==> src/design/lbbm_pkg.sv <==
// ----------------------------------------------------------------------------
// lbbm_pkg
// Shared constants, operation and status codes, and memory access types of
// the linked block buffer manager.
// ----------------------------------------------------------------------------
package lbbm_pkg;

  localparam int unsigned NUM_BLOCKS = 256;

  localparam logic [8:0]  NULL_LINK       = 9'd256;
  localparam logic [8:0]  POOL_MAX        = 9'd256;
  localparam logic [12:0] MAX_BLOCK_BYTES = 13'd4096;
  localparam logic [20:0] BYTES_MAX       = 21'h1FFFFF;

  localparam logic [12:0] BLOCK_BYTES_RST   = 13'd64;
  localparam logic [8:0]  BLOCKS_IN_USE_RST = 9'd256;

  // operation codes
  localparam logic [2:0] OP_INIT  = 3'd0;
  localparam logic [2:0] OP_ALLOC = 3'd1;
  localparam logic [2:0] OP_FREE  = 3'd2;
  localparam logic [2:0] OP_LINK  = 3'd3;
  localparam logic [2:0] OP_MARK  = 3'd4;
  localparam logic [2:0] OP_QUERY = 3'd5;
  localparam logic [2:0] OP_PUSH  = 3'd6;
  localparam logic [2:0] OP_POP   = 3'd7;

  // status codes
  localparam logic [1:0] ST_OK     = 2'd0;
  localparam logic [1:0] ST_NOBLK  = 2'd1;
  localparam logic [1:0] ST_EMPTY  = 2'd2;
  localparam logic [1:0] ST_BADIDX = 2'd3;

  // register indexes
  localparam logic REG_BLOCK_BYTES   = 1'b0;
  localparam logic REG_BLOCKS_IN_USE = 1'b1;

  typedef struct packed {
    logic [8:0] nxt;
    logic       mark;
  } link_ent_t;

  typedef struct packed {
    logic      en;
    logic [7:0] addr;
    link_ent_t data;
  } link_wr_t;

  typedef struct packed {
    logic        en;
    logic [7:0]  addr;
    logic [12:0] data;
  } size_wr_t;

  typedef struct packed {
    logic       en;
    logic [7:0] addr;
  } mem_rd_t;

endpackage

==> src/design/lbbm_size_mem.sv <==
// ----------------------------------------------------------------------------
// lbbm_size_mem
// Used-size memory, one word per block, registered read.
// ----------------------------------------------------------------------------
module lbbm_size_mem (
  input  logic               clk_i,
  input  lbbm_pkg::mem_rd_t  rd_i,
  input  lbbm_pkg::size_wr_t wr_i,
  output logic [12:0]        rdata_o
);

  logic [12:0] mem [lbbm_pkg::NUM_BLOCKS];
  logic [12:0] rdata_q;

  always_ff @(posedge clk_i) begin
    if (wr_i.en) begin
      mem[wr_i.addr] <= wr_i.data;
    end
    if (rd_i.en) begin
      rdata_q <= mem[rd_i.addr];
    end
  end

  assign rdata_o = rdata_q;

endmodule

==> config.mk <==
export PLATFORM = sky130hd
export DESIGN_NAME = lbbm_size_mem
export DESIGN_NICKNAME = d
export VERILOG_FILES = /design/src/design/lbbm_pkg.sv /design/src/design/lbbm_size_mem.sv
export SDC_FILE = /design/constraint.sdc
export NUM_CORES = 2
export LEC_CHECK = 0
export BUFFER_PORTS_ARGS = -buffer_cell sky130_fd_sc_hd__buf_2
export CAP_MARGIN = 20
export CORE_UTILIZATION = 55
export CTS_BUF_LIST = sky130_fd_sc_hd__clkbuf_8 sky130_fd_sc_hd__clkbuf_16
export DETAILED_ROUTE_END_ITERATION = 8
export PLACE_DENSITY = 0.71
export SETUP_SLACK_MARGIN = 0.4
export SLEW_MARGIN = 20
export SYNTH_ARGS = -nofsm -noshare
export SYNTH_HDL_FRONTEND = slang
export SYNTH_SLANG_ARGS = --single-unit
==> constraint.sdc <==
create_clock -name clk_i -period 4.33 [get_ports clk_i]
set_clock_uncertainty 0.2 [all_clocks]
set_input_delay 0.2165 -clock clk_i [delete_from_list [all_inputs] [get_ports clk_i]]
set_output_delay 0.2165 -clock clk_i [all_outputs]
set_load 0.03 [all_outputs]
==> impl_results.md <==
- Layout area overhead: 13.8%
- Die W: 485 um
- Sw frac: 20.9%
- Arrival time at the worst endpoint: 3880 ps
- Pwr dens: approximately 460 mW/mm^2
- Max Fanout on Critical Path: 1
- WL final: 322000 um
- Global-route wire length before repair: 462000 um
- Largest net degree at the start of global routing: 157
- Gr usage total: roughly 28%
- Drt initial violations: 8868
- Cell count after synthesis: 5729
- HPWL Detailed: 192000 um
- Slew at the pin closest to its max-slew limit: 1150 ps
- Share of the synthesized area in the top cell type: 78.1%
- Drt via density: 6.61
- Top-count cell post-synth: edfxtp_1
- Initial antenna violation count: 15
- Insertion delay to the later sink of the worst-skew pair: approximately 960 ps
- Period utilisation layout: 79.0%
- VDD IR-drop max: 400 uV
- Setup-failing EPs final: 0
- Area contributors post-synth: edfxtp_1 78%, mux4_2 14%, mux2i_1 1.9%
- CTS tree: yes
- Post-synthesis sequential area ratio: ~78%
- Async S/R FF share, synth: 0%
- Setup CP Type: reg2reg
- CTS sink cnt: ~3300
- Worst EP required: 4790 ps
- FF/Latch Area: 0.100 sq mm
- Number of post-CTS setup repair buffers: 0
- Max Fclk: 0.293 GHz
- Ys flop type: edfxtp_1
- Worst hold path class: in2reg
- Avg Cell Area, Syn: 22.4 sq um
- Hold Vio Cnt, Final: 0
- Slew HR: 23.4%
- Register share of total power: 52.8%
- DIE AREA: approximately 0.24 sq mm
- Nets: 6334
- Post-route setup TNS: 0 ps
- Dominant cell type by area after synthesis: edfxtp_1
- Synth unique cells: 54
- CTS Root Cell: clkbuf_16
- Core area: 0.233 sq mm
- Startpoint Class: register
- Die height: 485 um
- Unrepaired setup endpoints after global routing: no
- FP Rows: approximately 180
- Multi-input gate area: roughly 0.026 sq mm
- P_int: ~0.054 W
- Power Total: just under 0.07 W
- DRC errors left: 0
- Via count: roughly 64000
- Global placer's final weighted congestion: between 0.8 and 0.9
- Outcome: completed
- PortBufs: 44
- CTS Buf Count: 342
- Final ANT Viol Nets: 0
- Tmin final: 3420 ps
- P_sw: approximately 0.014 W
- CTS clk-pin slew, worst paths: 60 ps
- Setup crit end kind: register
- Core Util, Final: 62.9%
- Total gr overflow: 0
- Wirelength per Cell: between 30 and 40 um
- Clk network pwr share: a little over two fifths
- Drt first pass iters: 6
- Combinational share of power: under 10%
- Fillers: ~15000
- Vias in the first global route: 63800
- LEAKAGE: 46.6 nW
- Yosys reg bits: 3341
- Share of post-route cells with drive strength above 1: 27.9%
- Commonest cells post-synth: 3341 x edfxtp_1, 794 x mux4_2, 279 x nor2_1
- Cell area after synthesis: 0.129 sq mm
- Boundary Pins: 45
- Bufs on Longest Clock Path: 4
- # H-tree levels: 5
- Synth Warn #: 0
- Syn Nets: 5761
- Max Cap Viol: 0
- EDFF count, synth: 3341
- Pins Over Slew Limit: 0
- Initial Util: 55.3%
-- placed cells by master (no fill, tap or decap), drive strengths merged, types with 11 or more instances in the layout --
cell type    count
mux2i          241
clkinvlp        13
nand3           29
nand4           16
bufinv          34
buf            543
o22ai           42
inv             59
a211oi          40
edfxtp        3341
nand2b          12
a22oi           67
a311oi          11
clkbuf         353
dlygate4sd3     26
a22o            39
mux4           794
a21oi           83
nor4            14
o221ai          70
a221oi          54
nor2           279
clkinv         145
o21ai           26
nand2           91
nor2b           39
nor3            27
-- per-stage QoR --
step           worst slack, ps  area [sq um]  instances  hold WS [ps]
6_report                   911        146000       9608           136
5_1_grt                    877        146000       9604           119
4_1_cts                    915        146000       9599           108
3_5_place_dp               164        135000       8973           492
3_3_place_gp             -92.7        135000       8972           478
2_1_floorplan             1700        129000       5729           115
-- power groups by stage --
| stage | Clock [W] | Sequential [W] | Combinational (W) |
|---|---|---|---|
| floorplan | 0 | 0.0364 | 0.00172 |
| global placement | 0 | 0.0364 | 0.00325 |
| detailed placement | 0 | 0.0364 | 0.00331 |
| CTS | 0.0288 | 0.0357 | 0.00335 |
| global route | 0.0300 | 0.0357 | 0.00349 |
| finish | 0.0286 | 0.0357 | 0.00335 |
-- final cells by class --
| type | instances | area share [%] |
|---|---|---|
| clock buffers | 351 | 6.01 |
| multi-input cells | 2044 | 18.0 |
| inverters | 2 | 0.00684 |
| diodes | 7 | 0.0120 |
| clock inverters | 249 | 1.38 |
| flip-flops and latches | 3341 | 68.6 |
| well taps | 3043 | 2.60 |
| repair buffers | 571 | 3.44 |
-- worst paths after layout --
check / startpoint / end / slack [ps] / depth (start not counted)
min: wr_i[4] / mem[244][4]$_DFFE_PP_ / 140 / 2
min reg2reg: mem[251][10]$_DFFE_PP_ / rdata_o[10]$_DFFE_PP_ / 920 / 4
max: mem[118][7]$_DFFE_PP_ / rdata_o[7]$_DFFE_PP_ / 910 / 7
max reg2reg: mem[118][7]$_DFFE_PP_ / rdata_o[7]$_DFFE_PP_ / 910 / 7
-- timing repair --
item | CTS | global route
hold endpoints to repair | 2450 | 0
gates resized for setup | 0 | 0
hold buffers | 26 | 0
-- registers in the layout, indices dropped and copies added (netlist names) --
signal	flops
mem	3328
rdata_o	13
-- per-layer routing --
layer  track usage [%]  vias to the layer above  routed length (um)
met5                 0                        -                  46
met4              11.2                       10               14100
met3              5.37                      681               33300
met2              43.2                     3758              155000
met1              38.6                    33500              120000
li1                  -                    25500                   -
-- worst max-delay path, stage by stage (launching register included) --
cell      delay (ps)
edfxtp_1         370
mux4_2           460
a22o_1           270
a221oi_1         520
o21ai_0          350
nor3_1           700
buf_4            240
nor4_1            50
-- cells by family (layout without fill, tap and decap cells) --
family | Yosys count | count (layout) | synth area share [%]
multiplexers | 1037 | 1037 | 15.8
AO/OA/AOI/OAI | 476 | 476 | 2.72
flip-flops | 3341 | 3341 | 78.1
other | 0 | 7 | 0
buffers and inverters | 344 | 1173 | 1.57
AND/OR/NAND/NOR | 531 | 531 | 1.84
(Power assumes the default switching activity.)
