$ cat src/design/lbbm_pkg.sv
// ----------------------------------------------------------------------------
// lbbm_pkg
// Shared constants, operation and status codes, and memory access types of
// the linked block buffer manager.
// ----------------------------------------------------------------------------
package lbbm_pkg;

  localparam int unsigned NUM_BLOCKS = 256;

  localparam logic [8:0]  NULL_LINK       = 9'd256;
  localparam logic [8:0]  POOL_MAX        = 9'd256;
  localparam logic [12:0] MAX_BLOCK_BYTES = 13'd4096;
  localparam logic [20:0] BYTES_MAX       = 21'h1FFFFF;

  localparam logic [12:0] BLOCK_BYTES_RST   = 13'd64;
  localparam logic [8:0]  BLOCKS_IN_USE_RST = 9'd256;

  // operation codes
  localparam logic [2:0] OP_INIT  = 3'd0;
  localparam logic [2:0] OP_ALLOC = 3'd1;
  localparam logic [2:0] OP_FREE  = 3'd2;
  localparam logic [2:0] OP_LINK  = 3'd3;
  localparam logic [2:0] OP_MARK  = 3'd4;
  localparam logic [2:0] OP_QUERY = 3'd5;
  localparam logic [2:0] OP_PUSH  = 3'd6;
  localparam logic [2:0] OP_POP   = 3'd7;

  // status codes
  localparam logic [1:0] ST_OK     = 2'd0;
  localparam logic [1:0] ST_NOBLK  = 2'd1;
  localparam logic [1:0] ST_EMPTY  = 2'd2;
  localparam logic [1:0] ST_BADIDX = 2'd3;

  // register indexes
  localparam logic REG_BLOCK_BYTES   = 1'b0;
  localparam logic REG_BLOCKS_IN_USE = 1'b1;

  typedef struct packed {
    logic [8:0] nxt;
    logic       mark;
  } link_ent_t;

  typedef struct packed {
    logic      en;
    logic [7:0] addr;
    link_ent_t data;
  } link_wr_t;

  typedef struct packed {
    logic        en;
    logic [7:0]  addr;
    logic [12:0] data;
  } size_wr_t;

  typedef struct packed {
    logic       en;
    logic [7:0] addr;
  } mem_rd_t;

endpackage

$ cat src/design/lbbm_link_mem.sv
// ----------------------------------------------------------------------------
// lbbm_link_mem
// Next-link and last-mark memory with one valid bit per entry. An entry not
// written since init reads as the carved free list: i+1 if below the pool.
// ----------------------------------------------------------------------------
module lbbm_link_mem (
  input  logic                clk_i,
  input  logic                rst_ni,
  input  logic                init_i,
  input  logic [8:0]          pool_i,
  input  lbbm_pkg::mem_rd_t   rd_i,
  input  lbbm_pkg::link_wr_t  wr_i,
  output lbbm_pkg::link_ent_t ent_o
);

  lbbm_pkg::link_ent_t mem [lbbm_pkg::NUM_BLOCKS];
  lbbm_pkg::link_ent_t rdata_q;
  logic [lbbm_pkg::NUM_BLOCKS-1:0] vld_q;
  logic       rvld_q;
  logic [7:0] raddr_q;
  logic [8:0] dflt;

  always_ff @(posedge clk_i) begin
    if (wr_i.en) begin
      mem[wr_i.addr] <= wr_i.data;
    end
    if (rd_i.en) begin
      rdata_q <= mem[rd_i.addr];
      raddr_q <= rd_i.addr;
    end
  end

  always_ff @(posedge clk_i or negedge rst_ni) begin
    if (!rst_ni) begin
      vld_q  <= '0;
      rvld_q <= 1'b0;
    end else begin
      if (init_i) begin
        vld_q <= '0;
      end else if (wr_i.en) begin
        vld_q[wr_i.addr] <= 1'b1;
      end
      if (rd_i.en) begin
        rvld_q <= vld_q[rd_i.addr];
      end
    end
  end

  // carved order of an untouched entry
  assign dflt = (({1'b0, raddr_q} + 9'd1) < pool_i) ? ({1'b0, raddr_q} + 9'd1)
                                                    : lbbm_pkg::NULL_LINK;

  always_comb begin
    if (rvld_q) begin
      ent_o = rdata_q;
    end else begin
      ent_o.nxt  = dflt;
      ent_o.mark = 1'b0;
    end
  end

endmodule

$ cat config.mk
export PLATFORM = sky130hd
export DESIGN_NAME = lbbm_link_mem
export DESIGN_NICKNAME = d
export VERILOG_FILES = /design/src/design/lbbm_pkg.sv /design/src/design/lbbm_link_mem.sv
export SDC_FILE = /design/constraint.sdc
export NUM_CORES = 2
export LEC_CHECK = 0
export ABC_AREA = 1
export BUFFER_PORTS_ARGS = -buffer_cell sky130_fd_sc_hd__buf_2
export CORE_MARGIN = 4
export CORE_UTILIZATION = 57
export CTS_BUF_LIST = sky130_fd_sc_hd__clkbuf_2 sky130_fd_sc_hd__clkbuf_4 sky130_fd_sc_hd__clkbuf_8
export CTS_CLUSTER_DIAMETER = 80
export CTS_CLUSTER_SIZE = 25
export DETAILED_ROUTE_END_ITERATION = 12
export GPL_ROUTABILITY_DRIVEN = 1
export PLACE_DENSITY = 0.69
export SETUP_SLACK_MARGIN = 0.15
export SLEW_MARGIN = 30
export SYNTH_ARGS = -nofsm -noshare
export SYNTH_HDL_FRONTEND = slang
export SYNTH_SLANG_ARGS = --single-unit
export TNS_END_PERCENT = 20
$ cat constraint.sdc
create_clock -name clk_i -period 6.4 [get_ports clk_i]
set_input_delay 1.28 -clock clk_i [delete_from_list [all_inputs] [get_ports clk_i]]
set_output_delay 1.28 -clock clk_i [all_outputs]
set_load 0.1 [all_outputs]
==> run summary <==
TritonCTS clock tree -> built
Yosys top cell by area -> edfxtp_1
Final WS setup -> 1150 ps
Skew-Pair Late Insertion Delay -> 1000 ps
largest net degree at the start of global routing -> 213
P per Cell Area -> 258 nW/um^2
CP max stage cell -> edfxtp_1
relative slew slack -> 25.9%
Resized Gates After CTS -> 0
Post-CTS Setup Repair Bufs -> 0
TritonRoute pass-1 iters -> 8
fin util -> 60.2%
ys flop type -> edfxtp_1
routability cong. -> 0.900
DRC -> 0
Max Buffers Root-to-Sink -> 3
total wire length -> 317 mm
Syn Nets -> 9743
ranking of synthesized cells by area -> edfxtp_1 68%, nand3_1 6.2%, dfrtp_1 5.6%, nor2_1 5.6%, nand2_1 4.9%
CTS sink cnt -> 2835
Tot GR Track Use -> 29.8%
Starting DRT DRC Count -> 11300
crit-path cells -> ha_1, nand3_1, nand3b_1, xor2_1, inv_1, ha_1, nand2_1, nor2_1, nand3_1, o2111ai_1, o31ai_1, buf_2
Min Hold Slack -> 252 ps
commonest non-fill, non-tap cells in the layout -> 2578 x edfxtp_1, 1493 x nand2_1, 1466 x nor2_1
Initial Util -> 57.3%
CP required -> 5120 ps
placed insts -> 11900
Max FO, Critical Path -> 9
CP arrival -> 3970 ps
IO Port Bufs -> 49
Async SR Flop Fraction -> 9.07%
final setup violating endpoints -> 0
number of global-route vias before repair -> 71200
# IOs -> 50
flops & latches, synth -> 2835
Post-Synthesis Cells -> 9694
worst-margin pin slew -> 1110 ps
# hold bufs at CTS -> 0
global-route wire length before repair -> 467 mm
Worst path max stage delay -> 480 ps
Max H-tree Level -> 4
status -> finished clean
layout cells sized above 1 -> 7.22%
critical path class -> flip-flop to output port
antenna violations before repair -> 12
Reg-to-Reg End -> rdata_q[4]$_DFFE_PP_
via-per-instance ratio -> 6.28
max-cap violations -> 0
minimum setup slack among reg-to-reg paths -> 4030 ps
Synth Warn # -> 0
Cell Count, Final, Fillers Out -> 12100
P_leak -> 40.1 nW
clk root buf -> clkbuf_8
clk_skew -> 78.7 ps
synthesized area per cell -> 11.8 um^2
crit share post-route -> 82.1%
Core ar. -> 200000 um^2
max-slew violation count -> 0
Max VDD drop -> 243 uV
Post-synth EDFFs -> 2578
Nets -> 9388
commonest non-fill, non-tap cell in the layout -> edfxtp_1
Final Hold Vio Count -> 0
Area Growth Syn to Fin -> 5.11%
post-synthesis sequential area ratio -> 73.3%
row count -> 164
worst min path class -> input pin to asynchronous set/reset pin
fmax -> 0.190 GHz
vias -> 76200
Die ar. -> 208000 um^2
Worst-path clk slew -> 150 ps
gr ovfl total -> 0
synthesized area -> 114000 um^2
CP Capture Type -> output port
DRT antenna net count -> 0
Routed WL per cell -> 26.1 um
worst r2r path cells -> 10
Synth top area share -> 67.6%
Tmin final -> 5250 ps
post-DP HPWL -> 172 mm
Startpoint Class -> flip-flop
post-synth cell types -> 26
Fin Setup TNS -> 0 ps
Die Ht -> 456 um
RSZ-0062 raised after global routing -> false
cts bufs inserted -> 136
reg2reg start -> mem[137][4]$_DFFE_PP_
die width -> 456 um
pre-CTS setup slack -> 1790 ps
how the worst max path moves through the flow:
stage	end	from	slack, ps
after floorplan	ent_o[8]	pool_i[4]	700
after global placement	rdata_q[5]$_DFFE_PP_	rd_i[0]	1790
after detailed placement	rdata_q[5]$_DFFE_PP_	rd_i[1]	1790
after CTS	ent_o[7]	raddr_q[0]$_DFFE_PP_	1080
after global routing	ent_o[9]	raddr_q[0]$_DFFE_PP_	840
final	ent_o[7]	raddr_q[0]$_DFFE_PP_	1150
stage by stage:
step	power [mW]	cell area, um^2
3_5_place_dp	23.1	117000
4_1_cts	31.1	120000
5_1_grt	31.9	120000
3_3_place_gp	23.0	117000
6_report	31.1	120000
2_1_floorplan	22.0	114000
where the power goes:
group | internal, mW | leakage (nW) | total (mW) | switching [mW]
combinational | 0.547 | 11.8 | 2.48 | 1.93
sequential | 20.2 | 26.8 | 20.3 | 0.0289
clock | 2.87 | 1.56 | 8.33 | 5.46
total | 23.7 | 40.1 | 31.1 | 7.42
worst max-delay path: cells and delay by family (launching register included):
kind            cells  cell delay [ps]
flops               1              480
fa+ha+maj           2              550
simple gates        5              480
xor+xnor            1              220
compound gates      2              700
buf+inv             2              550
flip-flops by register name, summed over array words and instances (netlist names):
signal   count
mem       2560
raddr_q      8
rdata_q     10
rvld_q       1
vld_q      256
synth_stat cells, types with 60 or more instances:
cell      count
o21ai_0     924
edfxtp_1   2578
buf_1        60
inv_1       121
nand3_1    1418
dfrtp_1     257
nand2_1    1493
o22ai_1     440
clkbuf_1    339
buf_4        62
nor2_1     1696
buf_2       210
cell type report:
| type | instances | area (um^2) |
|---|---|---|
| clock buffer | 219 | 2560 |
| antenna | 23 | 57.6 |
| sequential | 2835 | 83800 |
| tap | 2656 | 3320 |
| multi-input combinational | 6050 | 27600 |
| timing repair buffer | 188 | 2040 |
| fill | 15600 | 79400 |
| inverter | 128 | 519 |
| clock inverter | 30 | 379 |
per-layer routing:
| metal | global-route usage [%] | part of all wire (%) | vias to the layer above |
|---|---|---|---|
| met5 | 0 | 0.0076 | - |
| met4 | 12.4 | 4.1 | 4 |
| met3 | 5.67 | 10 | 587 |
| met2 | 45.5 | 46 | 4153 |
| met1 | 42.5 | 39 | 37800 |
| li1 | - | - | 33700 |
kinds of logic after synthesis:
kind of cell	after synthesis	share of synthesized area, %
and+or+nand+nor	4615	16.7
DFF	2835	73.3
AOI/OAI and AO/OA	1420	6.73
buffers and inverters	809	3.15
adders and majority gates	9	0.0984
xor gates and xnor gates	6	0.0459
Power figures use the tool's default switching activity.
