==> config.mk <==
export PLATFORM = sky130hd
export DESIGN_NAME = lbbm_cfg
export DESIGN_NICKNAME = d
export VERILOG_FILES = /design/src/design/lbbm_pkg.sv /design/src/design/lbbm_cfg.sv
export SDC_FILE = /design/constraint.sdc
export NUM_CORES = 1
export LEC_CHECK = 0
export BUFFER_PORTS_ARGS = -buffer_cell sky130_fd_sc_hd__clkbuf_2
export CAP_MARGIN = 10
export CORE_ASPECT_RATIO = 1.2
export CORE_UTILIZATION = 39
export CTS_CLUSTER_DIAMETER = 120
export DETAILED_ROUTE_END_ITERATION = 8
export MAX_ROUTING_LAYER = met4
export PLACE_DENSITY = 0.88
export SKIP_LAST_GASP = 1
export SLEW_MARGIN = 5
export SYNTH_ARGS = -nofsm -noshare
export SYNTH_HDL_FRONTEND = slang
export SYNTH_SLANG_ARGS = --single-unit
==> constraint.sdc <==
create_clock -name clk_i -period 1 [get_ports clk_i]
set_input_delay 0.1 -clock clk_i [delete_from_list [all_inputs] [get_ports clk_i]]
set_output_delay 0.1 -clock clk_i [all_outputs]
set_load 0.005 [all_outputs]
==> src/design/lbbm_pkg.sv <==
// ----------------------------------------------------------------------------
// lbbm_pkg
// Shared constants, operation and status codes, and memory access types of
// the linked block buffer manager.
// ----------------------------------------------------------------------------
package lbbm_pkg;

  localparam int unsigned NUM_BLOCKS = 256;

  localparam logic [8:0]  NULL_LINK       = 9'd256;
  localparam logic [8:0]  POOL_MAX        = 9'd256;
  localparam logic [12:0] MAX_BLOCK_BYTES = 13'd4096;
  localparam logic [20:0] BYTES_MAX       = 21'h1FFFFF;

  localparam logic [12:0] BLOCK_BYTES_RST   = 13'd64;
  localparam logic [8:0]  BLOCKS_IN_USE_RST = 9'd256;

  // operation codes
  localparam logic [2:0] OP_INIT  = 3'd0;
  localparam logic [2:0] OP_ALLOC = 3'd1;
  localparam logic [2:0] OP_FREE  = 3'd2;
  localparam logic [2:0] OP_LINK  = 3'd3;
  localparam logic [2:0] OP_MARK  = 3'd4;
  localparam logic [2:0] OP_QUERY = 3'd5;
  localparam logic [2:0] OP_PUSH  = 3'd6;
  localparam logic [2:0] OP_POP   = 3'd7;

  // status codes
  localparam logic [1:0] ST_OK     = 2'd0;
  localparam logic [1:0] ST_NOBLK  = 2'd1;
  localparam logic [1:0] ST_EMPTY  = 2'd2;
  localparam logic [1:0] ST_BADIDX = 2'd3;

  // register indexes
  localparam logic REG_BLOCK_BYTES   = 1'b0;
  localparam logic REG_BLOCKS_IN_USE = 1'b1;

  typedef struct packed {
    logic [8:0] nxt;
    logic       mark;
  } link_ent_t;

  typedef struct packed {
    logic      en;
    logic [7:0] addr;
    link_ent_t data;
  } link_wr_t;

  typedef struct packed {
    logic        en;
    logic [7:0]  addr;
    logic [12:0] data;
  } size_wr_t;

  typedef struct packed {
    logic       en;
    logic [7:0] addr;
  } mem_rd_t;

endpackage

==> src/design/lbbm_cfg.sv <==
// ----------------------------------------------------------------------------
// lbbm_cfg
// APB-style register file: block size and number of blocks carved at init.
// ----------------------------------------------------------------------------
module lbbm_cfg (
  input  logic        clk_i,
  input  logic        rst_ni,
  input  logic        psel,
  input  logic        penable,
  input  logic        pwrite,
  input  logic [2:0]  paddr,
  input  logic [31:0] pwdata,
  output logic [31:0] prdata,
  output logic        pready,
  output logic [12:0] block_bytes_o,
  output logic [8:0]  blocks_in_use_o
);

  logic [12:0] bb_q, bb_d;
  logic [8:0]  biu_q, biu_d;
  logic        wr;

  assign wr     = psel && penable && pwrite;
  assign pready = 1'b1;

  always_comb begin
    bb_d  = bb_q;
    biu_d = biu_q;
    if (wr) begin
      if (paddr[2] == lbbm_pkg::REG_BLOCKS_IN_USE) begin
        biu_d = pwdata[8:0];
      end else begin
        bb_d = pwdata[12:0];
      end
    end
  end

  always_ff @(posedge clk_i or negedge rst_ni) begin
    if (!rst_ni) begin
      bb_q  <= lbbm_pkg::BLOCK_BYTES_RST;
      biu_q <= lbbm_pkg::BLOCKS_IN_USE_RST;
    end else begin
      bb_q  <= bb_d;
      biu_q <= biu_d;
    end
  end

  always_comb begin
    if (paddr[2] == lbbm_pkg::REG_BLOCKS_IN_USE) begin
      prdata = {23'd0, biu_q};
    end else begin
      prdata = {19'd0, bb_q};
    end
  end

  assign block_bytes_o   = bb_q;
  assign blocks_in_use_o = biu_q;

endmodule

==> flow_metrics.env <==
export IMPL_status="finished, violations left"
export IMPL_violations="setup timing"
export IMPL_p_leak_nw=0.979
export IMPL_grt_util_all_layers=0.158
export IMPL_syn_to_final_growth_pct=47.3
export IMPL_grt_pass1_vias=862
export IMPL_worstMarginPinSlew_ns=0.560
export IMPL_dominantRegCellSynth="dfrtp_1"
export IMPL_power_frac_clock=0.141
export IMPL_ys_ff_latch=22
export IMPL_ir_worst_vdd_v=0.00103
export IMPL_drt_wl_total_um=2510
export IMPL_cp_max_fo=2
export IMPL_relSlewSlack=0.627
export IMPL_startpoint_type="flop"
export IMPL_synth_top_area_cell="dfrtp_1"
export IMPL_setup_slack_ns=-0.210
export IMPL_critPathKind="reg -> out"
export IMPL_combPwrFrac=0.442
export IMPL_critPathRequiredTime_ns=0.90
export IMPL_path_cells="mux2_4, clkbuf_2"
export IMPL_drtAntennaViolNets=0
export IMPL_power_switching_mw=0.800
export IMPL_io_pins=95
export IMPL_clk_latency_ns=0.29
export IMPL_nets=205
export IMPL_diodes=0
export IMPL_async_flop_share=1.00
export IMPL_fp_dieW_um=52.3
export IMPL_hpwl_um=1710
export IMPL_drc=0
export IMPL_path_buf_inv=1
export IMPL_finalInstanceArea_sq_um=1750
export IMPL_cap_viol_max_count=0
export IMPL_min_path_type="in -> reg"
export IMPL_timing_final_crit_share=1.21
export IMPL_final_cells=198
export IMPL_overflow=0
export IMPL_slowest_delay_ns=0.42
export IMPL_drive_gt1_frac=0.726
export IMPL_holdWs_ns=0.0242
export IMPL_core_area_sq_um=2840
export IMPL_yosysTopAreaCellShare=0.422
export IMPL_seqPwrFrac=0.417
export IMPL_antenna_found_initial=0
export IMPL_rows=21
export IMPL_clock_skew_ns=0
export IMPL_ys_seq_area_frac=0.466
export IMPL_max_clock_freq_mhz=826
export IMPL_p_per_area_nw_per_um2=1690
export IMPL_cts_clk_slew_worst_paths_ns=0.12
export IMPL_first_pass_iters=4
export IMPL_critical_path_top_delay_family="flip-flops"
export IMPL_crit_slowest_cell="dfrtp_1"
export IMPL_internal_power_mw=2.15
export IMPL_start_util=0.418
export IMPL_synthTopCellsByCount="mux2_2, buf_4, dfrtp_1"
export IMPL_drtIter0Drc=8
export IMPL_gp_congestion=0.615
export IMPL_port_buffers=53
export IMPL_grt_pass1_wl_um=3800
export IMPL_die_h_um=62.4
export IMPL_num_vias=856
export IMPL_dpl_cell_area_sq_um=1450
export IMPL_numCtsBuffers=3
export IMPL_synthCells=84
export IMPL_cp_arrival_ns=1.11
export IMPL_routed_via_density=4.32
export IMPL_p_sw_frac=0.271
export IMPL_cts_root_buf="clkbuf_4"
export IMPL_htreeDepth=1
export IMPL_synth_edf_count=0
export IMPL_wire_per_inst_um=12.7
export IMPL_syn_area_per_cell_sq_um=14.1
export IMPL_syn_cell_area_sq_um=1190
export IMPL_synth_most_common_cell="mux2_2"
export IMPL_drv_slew=0
export IMPL_synth_area_top_cells="dfrtp_1, mux2_2, buf_4"
export IMPL_place_inst=171
export IMPL_clockBufferDepth=2
export IMPL_cp_end_kind="output pin"
export IMPL_cts_sinks=22
export IMPL_finalSetupViolations=32
export IMPL_grt_start_max_net_pins=23
export IMPL_fin_crit_ns=1.21
export IMPL_synth_cell_types=11
export IMPL_rsz0062_at_grt="yes"
export IMPL_cts_tree="built"
export IMPL_yosysWarnings=0
export IMPL_die_area_sq_um=3270
export IMPL_hold_violations=0
export IMPL_tns_ns=-2.52
metal layers:
metal / global-route usage / wire length (um) / vias to the layer above
met2: 0.285 / 1380 / 32
met4: 0.0493 / 11 / 0
met5: - / 0 / -
li1: - / - / 403
met1: 0.176 / 1010 / 419
met3: 0.0146 / 115 / 2
through the flow:
step	util	power, mW	setup slack (ns)
after floorplan	-	1.71	0.0248
after global placement	0.510	2.04	0.00798
after detailed placement	0.510	2.08	-0.0110
after CTS	0.578	2.77	-0.196
after global routing	0.616	3.13	-0.243
final	0.616	2.95	-0.210
flip-flops by register name, indices dropped and copies added, names as in the netlist:
name	cells
block_bytes_o	13
blocks_in_use_o	9
cells by family (layout without fill, tap and decap cells):
kind of cell	after synthesis	in the layout	synth area share
mux	31	31	0.326
simple gates	6	6	0.0517
buf+inv	23	85	0.150
flops	22	22	0.466
other cells	2	20	0.00633
final timing paths:
kind / from / endpoint / cells after the start / slack (ns)
max: block_bytes_o[7] / prdata[7] / 2 / -0.21
min: pwdata[11] / block_bytes_o[11] / 2 / 0.02
max reg2reg: block_bytes_o[9] / block_bytes_o[9] / 3 / -0.01
min reg2reg: blocks_in_use_o[6] / blocks_in_use_o[6] / 1 / 0.56
max in group asynchronous: rst_ni / block_bytes_o[6] / 2 / 0.32
min in group asynchronous: rst_ni / block_bytes_o[5] / 2 / 0.31
cell type report:
class | instances | area (sq um)
Tap cell | 34 | 42.5
Clock buffer | 4 | 26.3
Sequential cell | 22 | 553
Fill cell | 243 | 1090
Timing Repair Buffer | 81 | 568
Multi-Input combinational cell | 57 | 557
worst reg2reg max path, stage by stage (launching register included):
cell and delay, ns:
dfrtp_1 0.41, buf_4 0.13, buf_4 0.12, mux2_4 0.25
timing repair:
| action | 4_1_cts | 5_1_grt |
|---|---|---|
| hold buffers | 1 | 0 |
| endpoints found under the hold margin | 20 | 0 |
| buffers inserted | 19 | 4 |
| gates resized for setup | 4 | 20 |
| setup endpoints to repair | 15 | 29 |
| pin swaps | 0 | 0 |
power groups by stage:
stage | Clock [mW] | Combinational, mW | Sequential, mW
final | 0.414 | 1.30 | 1.23
after CTS | 0.430 | 1.13 | 1.21
after detailed placement | 0 | 0.819 | 1.26
after global routing | 0.475 | 1.40 | 1.25
after floorplan | 0 | 0.453 | 1.26
after global placement | 0 | 0.800 | 1.24
cells in the final DEF (no fill, tap or decap):
cell	count
dfstp_2	2
dfrtp_1	20
buf_6	14
clkbuf_4	3
clkbuf_1	1
buf_12	2
clkbuf_2	47
mux2_4	17
nor2b_1	3
dlygate4sd3_1	1
nand4b_4	1
conb_1	20
nor2b_4	1
mux2_2	14
buf_2	1
nand4_2	1
buf_4	16
No activity file was read; power rests on OpenSTA's default activity.
